===== src/hdl/fsv_pkg.sv =====
`timescale 1ns / 1ps
// ----------------------------------------------------------------------------
// fsv_pkg
// Shared types and constants for the FASTA stream validator.
// ----------------------------------------------------------------------------
package fsv_pkg;

    localparam logic [2:0] KIND_NAME      = 3'd0;
    localparam logic [2:0] KIND_BASE      = 3'd1;
    localparam logic [2:0] KIND_CLOSED    = 3'd2;
    localparam logic [2:0] KIND_END_REC   = 3'd3;
    localparam logic [2:0] KIND_END_EMPTY = 3'd4;
    localparam logic [2:0] KIND_ERROR     = 3'd5;

    localparam logic MODE_DATA = 1'b0;
    localparam logic MODE_EOS  = 1'b1;

    localparam logic [7:0] CHAR_LF    = 8'd10;
    localparam logic [7:0] CHAR_SPACE = 8'd32;
    localparam logic [7:0] CHAR_GT    = 8'd62;
    localparam logic [7:0] CHAR_A     = 8'd65;
    localparam logic [7:0] CHAR_C     = 8'd67;
    localparam logic [7:0] CHAR_G     = 8'd71;
    localparam logic [7:0] CHAR_N     = 8'd78;
    localparam logic [7:0] CHAR_T     = 8'd84;

    typedef enum logic [3:0] {
        PH_START     = 4'b0001,
        PH_HDR_EMPTY = 4'b0010,
        PH_HDR_NAME  = 4'b0100,
        PH_BASES     = 4'b1000
    } phase_t;

    typedef struct packed {
        phase_t line_phase;
        logic   have_header;
        logic   have_bases;
        logic   halted;
    } parse_state_t;

    typedef struct packed {
        logic [2:0] kind;
        logic [7:0] data;
    } result_t;

    localparam parse_state_t STATE_RESET = '{
        line_phase:  PH_START,
        have_header: 1'b0,
        have_bases:  1'b0,
        halted:      1'b0
    };

endpackage


===== src/hdl/fsv_step.sv =====
`timescale 1ns / 1ps
// ----------------------------------------------------------------------------
// fsv_step
// Per-byte parse rule: next parser state and the optional result.
// ----------------------------------------------------------------------------
module fsv_step
(
    input  fsv_pkg::parse_state_t state,
    input  logic                  mode,
    input  logic [7:0]            symbol,
    output fsv_pkg::parse_state_t state_next,
    output logic                  emit,
    output fsv_pkg::result_t      result
);

    logic [7:0] upper;
    logic [7:0] base_up;
    logic       base_ok;

    always_comb
    begin
        upper   = (symbol >= 8'd97 && symbol <= 8'd122) ? (symbol - 8'd32) : symbol;
        base_ok = (upper == fsv_pkg::CHAR_A) || (upper == fsv_pkg::CHAR_C) ||
                  (upper == fsv_pkg::CHAR_G) || (upper == fsv_pkg::CHAR_N) ||
                  (upper == fsv_pkg::CHAR_T);
        base_up = base_ok ? upper : 8'd0;
    end

    always_comb
    begin
        state_next  = state;
        emit        = 1'b0;
        result.kind = fsv_pkg::KIND_ERROR;
        result.data = 8'd0;

        if (mode == fsv_pkg::MODE_EOS)
        begin
            state_next = fsv_pkg::STATE_RESET;
            emit       = !state.halted;
            if (state.line_phase == fsv_pkg::PH_HDR_EMPTY)
                result.kind = fsv_pkg::KIND_ERROR;
            else if (state.have_header && state.have_bases)
                result.kind = fsv_pkg::KIND_END_REC;
            else if (state.have_header)
                result.kind = fsv_pkg::KIND_ERROR;
            else
                result.kind = fsv_pkg::KIND_END_EMPTY;
        end
        else if (!state.halted)
        begin
            unique case (state.line_phase)
                fsv_pkg::PH_START:
                begin
                    if (symbol == fsv_pkg::CHAR_LF || symbol == fsv_pkg::CHAR_SPACE)
                    begin
                        state_next.halted = 1'b1;
                        emit              = 1'b1;
                    end
                    else if (symbol == fsv_pkg::CHAR_GT)
                    begin
                        state_next.line_phase = fsv_pkg::PH_HDR_EMPTY;
                        if (state.have_header && state.have_bases)
                        begin
                            state_next.have_header = 1'b0;
                            state_next.have_bases  = 1'b0;
                            emit                   = 1'b1;
                            result.kind            = fsv_pkg::KIND_CLOSED;
                        end
                        else if (state.have_header)
                        begin
                            state_next.halted = 1'b1;
                            emit              = 1'b1;
                        end
                    end
                    else if (!state.have_header || !base_ok)
                    begin
                        state_next.halted = 1'b1;
                        emit              = 1'b1;
                    end
                    else
                    begin
                        state_next.have_bases = 1'b1;
                        state_next.line_phase = fsv_pkg::PH_BASES;
                        emit                  = 1'b1;
                        result.kind           = fsv_pkg::KIND_BASE;
                        result.data           = base_up;
                    end
                end
                fsv_pkg::PH_HDR_EMPTY:
                begin
                    emit = 1'b1;
                    if (symbol == fsv_pkg::CHAR_LF)
                        state_next.halted = 1'b1;
                    else
                    begin
                        state_next.have_header = 1'b1;
                        state_next.line_phase  = fsv_pkg::PH_HDR_NAME;
                        result.kind            = fsv_pkg::KIND_NAME;
                        result.data            = symbol;
                    end
                end
                fsv_pkg::PH_HDR_NAME:
                begin
                    if (symbol == fsv_pkg::CHAR_LF)
                        state_next.line_phase = fsv_pkg::PH_START;
                    else
                    begin
                        emit        = 1'b1;
                        result.kind = fsv_pkg::KIND_NAME;
                        result.data = symbol;
                    end
                end
                fsv_pkg::PH_BASES:
                begin
                    if (symbol == fsv_pkg::CHAR_LF)
                        state_next.line_phase = fsv_pkg::PH_START;
                    else if (!base_ok)
                    begin
                        state_next.halted = 1'b1;
                        emit              = 1'b1;
                    end
                    else
                    begin
                        state_next.have_bases = 1'b1;
                        emit                  = 1'b1;
                        result.kind           = fsv_pkg::KIND_BASE;
                        result.data           = base_up;
                    end
                end
                default:
                begin
                    state_next = fsv_pkg::STATE_RESET;
                end
            endcase
        end
    end

endmodule


===== src/hdl/fsv_out_reg.sv =====
`timescale 1ns / 1ps
// ----------------------------------------------------------------------------
// fsv_out_reg
// Result register on the master side; refills in the cycle it drains.
// ----------------------------------------------------------------------------
module fsv_out_reg
(
    input  logic             clk,
    input  logic             rst_n,
    input  logic             load,
    input  fsv_pkg::result_t load_data,
    output logic             can_load,
    output logic             m_tvalid,
    input  logic             m_tready,
    output fsv_pkg::result_t m_result
);

    logic             valid_reg;
    logic             valid_next;
    fsv_pkg::result_t data_reg;

    assign can_load = !valid_reg || m_tready;

    always_comb
    begin
        valid_next = valid_reg;
        if (m_tready)
            valid_next = 1'b0;
        if (load)
            valid_next = 1'b1;
    end

    always_ff @(posedge clk or negedge rst_n)
    begin
        if (!rst_n)
            valid_reg <= 1'b0;
        else
            valid_reg <= valid_next;
    end

    always_ff @(posedge clk)
    begin
        if (load)
            data_reg <= load_data;
    end

    assign m_tvalid = valid_reg;
    assign m_result = data_reg;

endmodule


===== src/hdl/fasta_stream_validator_core.sv =====
`timescale 1ns / 1ps
// ----------------------------------------------------------------------------
// fasta_stream_validator_core
// FASTA-like byte stream checker: passes name bytes and upper-cased bases,
// reports record ends and the first format error.
// ----------------------------------------------------------------------------
// Usage:
//   Slave channel: one byte per transfer on s_tdata, s_tuser = 1 marks an
//   end-of-stream transfer (byte ignored). Master channel: zero or one result
//   per input transfer; m_tuser carries the result kind, m_tdata the name
//   byte or base letter (zero for other kinds).
//   A result appears on the master side the cycle after its input transfer.
//   Throughput: one byte per cycle while the receiver does not stall, set by
//   the single parser state register feeding the result register.
//   After an error the block drops data silently until an end-of-stream
//   transfer, which re-arms it without a result.
//   Reset clears the parser to line start with no open record and empties
//   the result register.
//   When the receiver stalls with a result held, s_tready drops until the
//   result is taken; a held result can be replaced in the same cycle it
//   drains.
// ----------------------------------------------------------------------------
module fasta_stream_validator_core
(
    input  logic       clk,
    input  logic       rst_n,
    input  logic       s_tvalid,
    output logic       s_tready,
    input  logic [7:0] s_tdata,   // [7:0] symbol
    input  logic       s_tuser,   // [0] mode
    output logic       m_tvalid,
    input  logic       m_tready,
    output logic [7:0] m_tdata,   // [7:0] result_byte
    output logic [2:0] m_tuser    // [2:0] result_kind
);

    fsv_pkg::parse_state_t state_reg;
    fsv_pkg::parse_state_t state_next;
    fsv_pkg::result_t      step_result;
    fsv_pkg::result_t      out_result;
    logic                  step_emit;
    logic                  can_load;
    logic                  accept;

    assign s_tready = can_load;
    assign accept   = s_tvalid && can_load;

    fsv_step u_step
    (
        .state      (state_reg),
        .mode       (s_tuser),
        .symbol     (s_tdata),
        .state_next (state_next),
        .emit       (step_emit),
        .result     (step_result)
    );

    always_ff @(posedge clk or negedge rst_n)
    begin
        if (!rst_n)
            state_reg <= fsv_pkg::STATE_RESET;
        else if (accept)
            state_reg <= state_next;
    end

    fsv_out_reg u_out
    (
        .clk       (clk),
        .rst_n     (rst_n),
        .load      (accept && step_emit),
        .load_data (step_result),
        .can_load  (can_load),
        .m_tvalid  (m_tvalid),
        .m_tready  (m_tready),
        .m_result  (out_result)
    );

    assign m_tdata = out_result.data;
    assign m_tuser = out_result.kind;

endmodule


===== config.mk =====
export PLATFORM = sky130hd
export DESIGN_NAME = fasta_stream_validator_core
export DESIGN_NICKNAME = d
export VERILOG_FILES = /design/src/hdl/fsv_pkg.sv /design/src/hdl/fsv_step.sv /design/src/hdl/fsv_out_reg.sv /design/src/hdl/fasta_stream_validator_core.sv
export SDC_FILE = /design/constraint.sdc
export NUM_CORES = 1
export LEC_CHECK = 0
export BUFFER_PORTS_ARGS = -buffer_cell sky130_fd_sc_hd__buf_4
export CORE_MARGIN = 2
export CORE_UTILIZATION = 50
export CTS_BUF_LIST = sky130_fd_sc_hd__clkbuf_16
export DETAILED_ROUTE_END_ITERATION = 7
export GPL_TIMING_DRIVEN = 0
export PLACE_DENSITY_LB_ADDON = 0.25
export REMOVE_ABC_BUFFERS = 1
export SYNTH_ARGS = -nofsm -noshare
export SYNTH_HDL_FRONTEND = slang
export SYNTH_SLANG_ARGS = --single-unit

===== constraint.sdc =====
create_clock -name clk -period 2.5 [get_ports clk]
set_input_delay 0.25 -clock clk [delete_from_list [all_inputs] [get_ports clk]]
set_output_delay 0.25 -clock clk [all_outputs]
set_load 0.01 [all_outputs]

==> metrics.md, run 1 <==
| Metric | Value |
|---|---|
| Outcome | completed |
| Max Clock Skew | 0.003547 ns |
| Critical-path cell list | buf_4 -> inv_2 -> ha_4 -> or4b_1 -> or4_4 -> a21oi_4 -> nand4_1 -> a21o_1 -> mux2_4 |
| Most used DFF post-synth | edfxtp_1 |
| Core ar. | 2734 µm² |
| Synthesized instance count | 165 |
| Max Clk Rate | 0.4122 GHz |
| Total CTS buffers | 3 |
| EDFF count, synth | 11 |
| Final min period | 2.426 ns |
| Fin worst setup slack | 0.07371 ns |
| Slowest stage cell, crit path | or4b_1 |
| Largest family of logic cells by synthesized area | compound AO/OA/AOI/OAI gates |
| Cell Count, Final, Fillers Out | 218 |
| Cell variety after synth | 51 |
| Reg clk slew, reported paths | 0.05 ns |
| Multiplexer area fraction after synthesis | 2.819% |
| Detail-routed via count per cell | 6.463 |
| Final instance area | 1759 µm² |
| Lkg Pwr | 0.7212 nW |
| Synth Area in Simple Gates | 23.88% |
| Diode count | 0 |
| Die Span Y | 57.30 µm |
| Crit end category | register |
| Pins Over Slew Limit | 0 |
| Asr flop ratio synth | 42.11% |
| Setup slack after placement | -0.4445 ns |
| HPWL after detailed placement | 2.599 mm |
| Peak VDD IR | 699.0 µV |
| Final hold violation count | 0 |
| H-tree depth | 1 |
| Fraction of the mapped netlist area in adder cells | 1.762% |
| CTS sink cnt | 19 |
| # placed instances | 210 |
| Final ANT Viol Nets | 0 |
| Full die area | 3283 µm² |
| Hold path depth | 3 |
| DRC | 0 |
| Synthesized area | 1420 µm² |
| Gr ovfl total | 0 |
| Global-route wire length before repair | 6.113 mm |
| Vias in the first global route | 1,256 |
| CP Class | input pin to register |
| Hold path start | m_tready |
| Final setup fails | 0 |
| Worst flop-to-flop path endpoint | state_reg[6] |
| Initial DRC count | 94 |
| CP Max Fanout | 7 |
| # rows | 19 |
| GRT met1 Usage | 33.91% |
| RSZ-0062 raised after global routing | false |
| Synth warn | 0 |
| RR Startpoint | state_reg[6] |
| WP data arrival | 2.56 ns |
| Clk root buf | clkbuf_16 |
| Initial antenna violation count | 0 |
| Nets | 203 |
| Total Routing Usage GR | 23.67% |
| IO Port Bufs | 25 |
| Min-Delay Endpoint | u_out.m_tvalid |
| Min-delay worst type | input pin to register |
| Syn avg cell area | 8.607 µm² |
| Post-synthesis xor/xnor area fraction | 1.850% |
| Placed inst area | 1605 µm² |
| CTS tree | built |
| R2R Setup Slk | 0.14 ns |
| Initial Utilization | 51.95% |
| Largest net degree at the start of global routing | 16 |
| Power density over the cells | 855.6 nW/µm² |
| Most common cell after layout, fill and taps aside | buf_4 |
| Share of layout cells above drive strength 1 | 22.99% |
| CP Launch Type | input pin |
| Vias | 1,409 |
| Final period util | 97.05% |
| Seq/Total Area, Yosys | 37.44% |
| Commonest cells after routing, fill and taps aside | 27 x buf_4, 14 x nor2_1, 12 x inv_1, 11 x edfxtp_1, 10 x o21ai_0 |
| Number of flip-flops under the largest register name | 11 |
| Routability Congestion | 0.8766 |
| Tightest Pin Transition | 0.7698 ns |
| Worst reg-to-reg path cell count | 6 |
| Grt peak-use layer | met2 |
| Latest clock arrival within the worst-skew pair | 0.25 ns |
| Layout area overhead | 23.88% |
| Yosys reg bits | 19 |
| Final WL | 3.628 mm |
| Routed wire per std cell | 16.64 µm |
| Met3 usage | 2.721% |
| Met2 Use GR | 38.42% |
| Drt pass-1 iters | 4 |
| Slowest cell delay on critical path | 0.49 ns |
| CP required | 2.63 ns |
| Max Cap Viol | 0 |
| Synth Area in Compound Gates | 25.64% |
| Relative slew margins | 47.96% |
| Clock Tree Buf Depth | 2 |
| IO Pins | 26 |
| Die width | 57.30 µm |
where the power goes:
part / switching, mW / total, mW / internal, mW
Combinational: 0.354 / 0.641 / 0.287
Clock: 0.108 / 0.322 / 0.214
Sequential: 0.103 / 0.542 / 0.439
Total: 0.565 / 1.51 / 0.940
cells in the mapped netlist, types with 3 or more instances:
| cell | n | area share, % |
|---|---|---|
| or3_1 | 4 | 1.8 |
| a21oi_1 | 9 | 3.2 |
| nand2_1 | 9 | 2.4 |
| a31oi_1 | 5 | 2.2 |
| edfxtp_1 | 11 | 23 |
| nor2_1 | 14 | 3.7 |
| o21bai_1 | 3 | 1.6 |
| nor3_1 | 7 | 2.5 |
| nand2b_1 | 3 | 1.3 |
| nor4_1 | 3 | 1.3 |
| dfrtp_1 | 7 | 12 |
| o21ai_0 | 10 | 3.5 |
| a21o_1 | 4 | 2.1 |
| clkbuf_1 | 11 | 2.9 |
| inv_1 | 14 | 3.7 |
| nand3_1 | 3 | 1.1 |
critical path: cells and delay by family:
kind / cells / cell delay [ns]
adder cells (fa/ha/maj): 1 / 0.20
AO/OA/AOI/OAI: 2 / 0.48
multiplexers: 1 / 0.31
AND/OR/NAND/NOR: 3 / 1.09
buffers and inverters: 2 / 0.22
stage by stage:
stage                     TNS (ns)  util [%]  hold slack, ns  power (mW)
after detailed placement    -7.367     58.72         0.07692       1.141
after floorplan            -0.7843         -        -0.04559      0.9296
final                            0     64.35          0.3428       1.505
after CTS                        0     63.43          0.3256       1.486
after global placement      -5.967     58.72         0.07746       1.136
after global routing             0     64.35          0.3832       1.597
routing by layer:
metal	wire (µm)	share of wire [%]
met1	1570	43
met3	250	6.9
met5	0	0
met4	71	2.0
met2	1736	48
kinds of logic after synthesis:
group | count (synthesis)
xor gates and xnor gates | 3
adders and majority gates | 2
AOI/OAI and AO/OA | 53
and+or+nand+nor | 60
DFF | 19
buffers and inverters | 25
muxes | 3
worst max-delay path by stage:
stage,from,end,slack (ns),cells past startpoint
2_1_floorplan,state_reg[6],u_out.m_result[0],-0.06,4
3_3_place_gp,state_reg[6],u_out.m_result[4],-0.38,4
3_5_place_dp,state_reg[6],u_out.m_result[3],-0.44,4
4_1_cts,s_tdata[6],state_reg[6],0.04,9
5_1_grt,s_tdata[6],state_reg[5],0.008,9
6_report,s_tdata[6],state_reg[6],0.07,9
area by class of cell:
cell class | count | area, µm²
multi-input cells | 121 | 829.5
flip-flops and latches | 19 | 531.8
clock inverters | 1 | 5.005
inverters | 14 | 55.05
well taps | 31 | 38.79
clock buffers | 3 | 75.07
fillers | 218 | 974.7
repair buffers | 29 | 224.0
repair_timing:
| action | in CTS | in global routing |
|---|---|---|
| pin swaps | 3 | 3 |
| resized for setup | 4 | 5 |
| buffers inserted | 2 | 1 |
| setup endpoints to repair | 16 | 4 |
| hold endpoints to repair | 7 | 0 |
| hold buffers | 1 | 0 |
Note: power is estimated with default switching activity, not from simulation.
==> run 2: changes to the inputs <==
--- a/config.mk
+++ b/config.mk
@@ -5,12 +5,12 @@
 export SDC_FILE = /design/constraint.sdc
 export NUM_CORES = 1
 export LEC_CHECK = 0
+export ABC_CLOCK_PERIOD_IN_PS = 2500
 export BUFFER_PORTS_ARGS = -buffer_cell sky130_fd_sc_hd__buf_4
 export CORE_MARGIN = 2
 export CORE_UTILIZATION = 50
 export CTS_BUF_LIST = sky130_fd_sc_hd__clkbuf_16
 export DETAILED_ROUTE_END_ITERATION = 7
-export GPL_TIMING_DRIVEN = 0
 export PLACE_DENSITY_LB_ADDON = 0.25
 export REMOVE_ABC_BUFFERS = 1
 export SYNTH_ARGS = -nofsm -noshare
==> constraint.sdc (replaced) <==
create_clock -name clk -period 2.5 [get_ports clk]
set_input_delay 0.125 -clock clk [delete_from_list [all_inputs] [get_ports clk]]
set_output_delay 0.125 -clock clk [all_outputs]
set_load 0.01 [all_outputs]
==> run 2 against run 1 <==
  * Non-clock buffer count increased by 13
  * Via count increased by 1.2%
  * Combinational power grew 8.0%
  * Critical path type unchanged
  * Sequential share of layout area shrank 0.94 points
  * Global-route usage grew 0.43 points
  * Cell count up 6.0%
  * Largest power group unchanged
  * Clock power is 1% higher
  * Count of clock-buffer cells in the layout unchanged
  * Critical path depth is the same
  * Worst setup slack improved by 0.14 ns
  * Clock skew rose by 0.0020 ns
==> metrics.md, run 2 (synthesized netlist as in run 1, its figures left out) <==
| Metric | Value |
|---|---|
| Outcome | completed |
| Max Clock Skew | 0.005539 ns |
| Min-Delay Endpoint | u_out.m_tvalid |
| Top delay family on crit path | simple AND/OR/NAND/NOR gates |
| Lkg Pwr | 0.7801 nW |
| Hold path depth | 3 |
| Routability Congestion | 0.9510 |
| Initial antenna violation count | 0 |
| Total CTS buffers | 3 |
| Sw frac | 36.98% |
| Initial Utilization | 51.95% |
| Max Clk Rate | 0.4368 GHz |
| Latest clock arrival within the worst-skew pair | 0.25 ns |
| CTS tree | built |
| Clock Tree Buf Depth | 2 |
| IO Pins | 26 |
| Placed inst area | 1725 µm² |
| CP Max Fanout | 4 |
| Commonest cells after routing, fill and taps aside | 41 x buf_4, 14 x nor2_1, 14 x inv_1, 11 x edfxtp_1, 10 x o21ai_0 |
| Worst reg-to-reg path cell count | 6 |
| RR Startpoint | state_reg[5] |
| Worst flop-to-flop path endpoint | state_reg[6] |
| H-tree depth | 1 |
| Number of flip-flops under the largest register name | 11 |
| Initial DRC count | 92 |
| Tightest Pin Transition | 0.5067 ns |
| Final instance area | 1815 µm² |
| CP Class | input pin to register |
| Cell Int Power | 0.9752 mW |
| Slowest stage cell, crit path | or4b_1 |
| Total Routing Usage GR | 24.10% |
| Final period util | 91.56% |
| Clk root buf | clkbuf_16 |
| # rows | 19 |
| CP Launch Type | input pin |
| Final min period | 2.289 ns |
| Critical-path cell list | buf_4 -> inv_1 -> ha_1 -> or4b_1 -> or4_1 -> a21oi_2 -> nand4_1 -> a21o_1 -> mux2_4 |
| Detail-routed via count per cell | 6.173 |
| Combinational group share of total power | 44.7% |
| HPWL after detailed placement | 2.781 mm |
| Clock power share | 21.1% |
| Final hold violation count | 0 |
| Die Span Y | 57.30 µm |
| Min-delay worst type | input pin to register |
| Drt pass-1 iters | 5 |
| Relative slew margins | 65.96% |
| Full die area | 3283 µm² |
| Vias | 1,426 |
| Global-route wire length before repair | 6.175 mm |
| R2R Setup Slk | 0.26 ns |
| Layout fillers | 219 |
| WHS | 0.1943 ns |
| CTS sink cnt | 19 |
| DRC | 0 |
| Share of power burned in registers | 34.2% |
| Max Cap Viol | 0 |
| Sw Pwr | 0.5723 mW |
| Post-CTS Hold Buffers | 1 |
| Peak VDD IR | 774.8 µV |
| Largest net degree at the start of global routing | 16 |
| Slowest cell delay on critical path | 0.49 ns |
| Gr ovfl total | 0 |
| Reg clk slew, reported paths | 0.05 ns |
| Share of layout cells above drive strength 1 | 25.50% |
| Hold path start | m_tready |
| RSZ-0062 raised after global routing | false |
| Power density over the cells | 852.4 nW/µm² |
| Post-CTS setup buffer count | 0 |
| Final ANT Viol Nets | 0 |
| IO Port Bufs | 25 |
| Diode count | 0 |
| Routed wire per std cell | 15.42 µm |
| CP required | 2.64 ns |
| WP data arrival | 2.43 ns |
| Core ar. | 2734 µm² |
| Layout area overhead | 27.84% |
| Final WL | 3.563 mm |
| Buf/Inv on CP | 2 |
| CTS resizes | 0 |
| Die width | 57.30 µm |
| Pins Over Slew Limit | 0 |
| Crit end category | register |
| Final setup fails | 0 |
| Nets | 216 |
| Vias in the first global route | 1,367 |
| Most common cell after layout, fill and taps aside | buf_4 |
## run 2: stage by stage
step	utilization, %	std cells	power [mW]	setup slack [ns]	setup TNS, ns
2_1_floorplan	-	154	0.9296	-0.06331	-0.6964
4_1_cts	66.41	231	1.549	0.2200	0
5_1_grt	66.41	231	1.649	0.1185	0
3_5_place_dp	63.11	226	1.214	-0.05606	-0.1058
6_report	66.41	231	1.547	0.2109	0
3_3_place_gp	63.11	226	1.203	0.005159	0
## run 2: routing by layer
metal | track usage, % | routed length (µm) | vias up
li1 | - | - | 690
met1 | 32.56 | 1486 | 668
met2 | 39.41 | 1756 | 64
met3 | 3.175 | 295 | 4
met4 | 9.302 | 25 | 0
met5 | 0 | 0 | -
## run 2: how the worst max path moves through the flow
| stage | slack, ns | endpoint | depth (start not counted) | from |
|---|---|---|---|---|
| after floorplan | -0.06 | u_out.m_result[0] | 4 | state_reg[6] |
| after global placement | 0.005 | state_reg[6] | 9 | s_tdata[5] |
| after detailed placement | -0.06 | state_reg[6] | 9 | s_tdata[5] |
| after CTS | 0.22 | state_reg[6] | 9 | s_tdata[5] |
| after global routing | 0.12 | state_reg[6] | 9 | s_tdata[5] |
| final | 0.21 | state_reg[6] | 9 | s_tdata[5] |
## run 2: power groups by stage
stage / logic (mW) / clock network, mW / registers (mW)
4_1_cts: 0.687 / 0.335 / 0.526
3_3_place_gp: 0.674 / 0 / 0.529
3_5_place_dp: 0.683 / 0 / 0.531
2_1_floorplan: 0.387 / 0 / 0.542
6_report: 0.692 / 0.326 / 0.529
5_1_grt: 0.764 / 0.343 / 0.542
## run 2: area by class of cell
cell class / instances / area, µm² / area share, %
Tap cell: 31 / 38.79 / 2.136
Clock inverter: 1 / 5.005 / 0.2757
Timing Repair Buffer: 42 / 317.8 / 17.51
Sequential cell: 19 / 531.8 / 29.29
Multi-Input combinational cell: 121 / 794.5 / 43.76
Clock buffer: 3 / 75.07 / 4.135
Inverter: 14 / 52.55 / 2.895
## run 2: tightest hold or removal path, stage by stage
cell and delay (ns):
buf_4 0.07, nand2b_1 0.13, o31ai_1 0.08
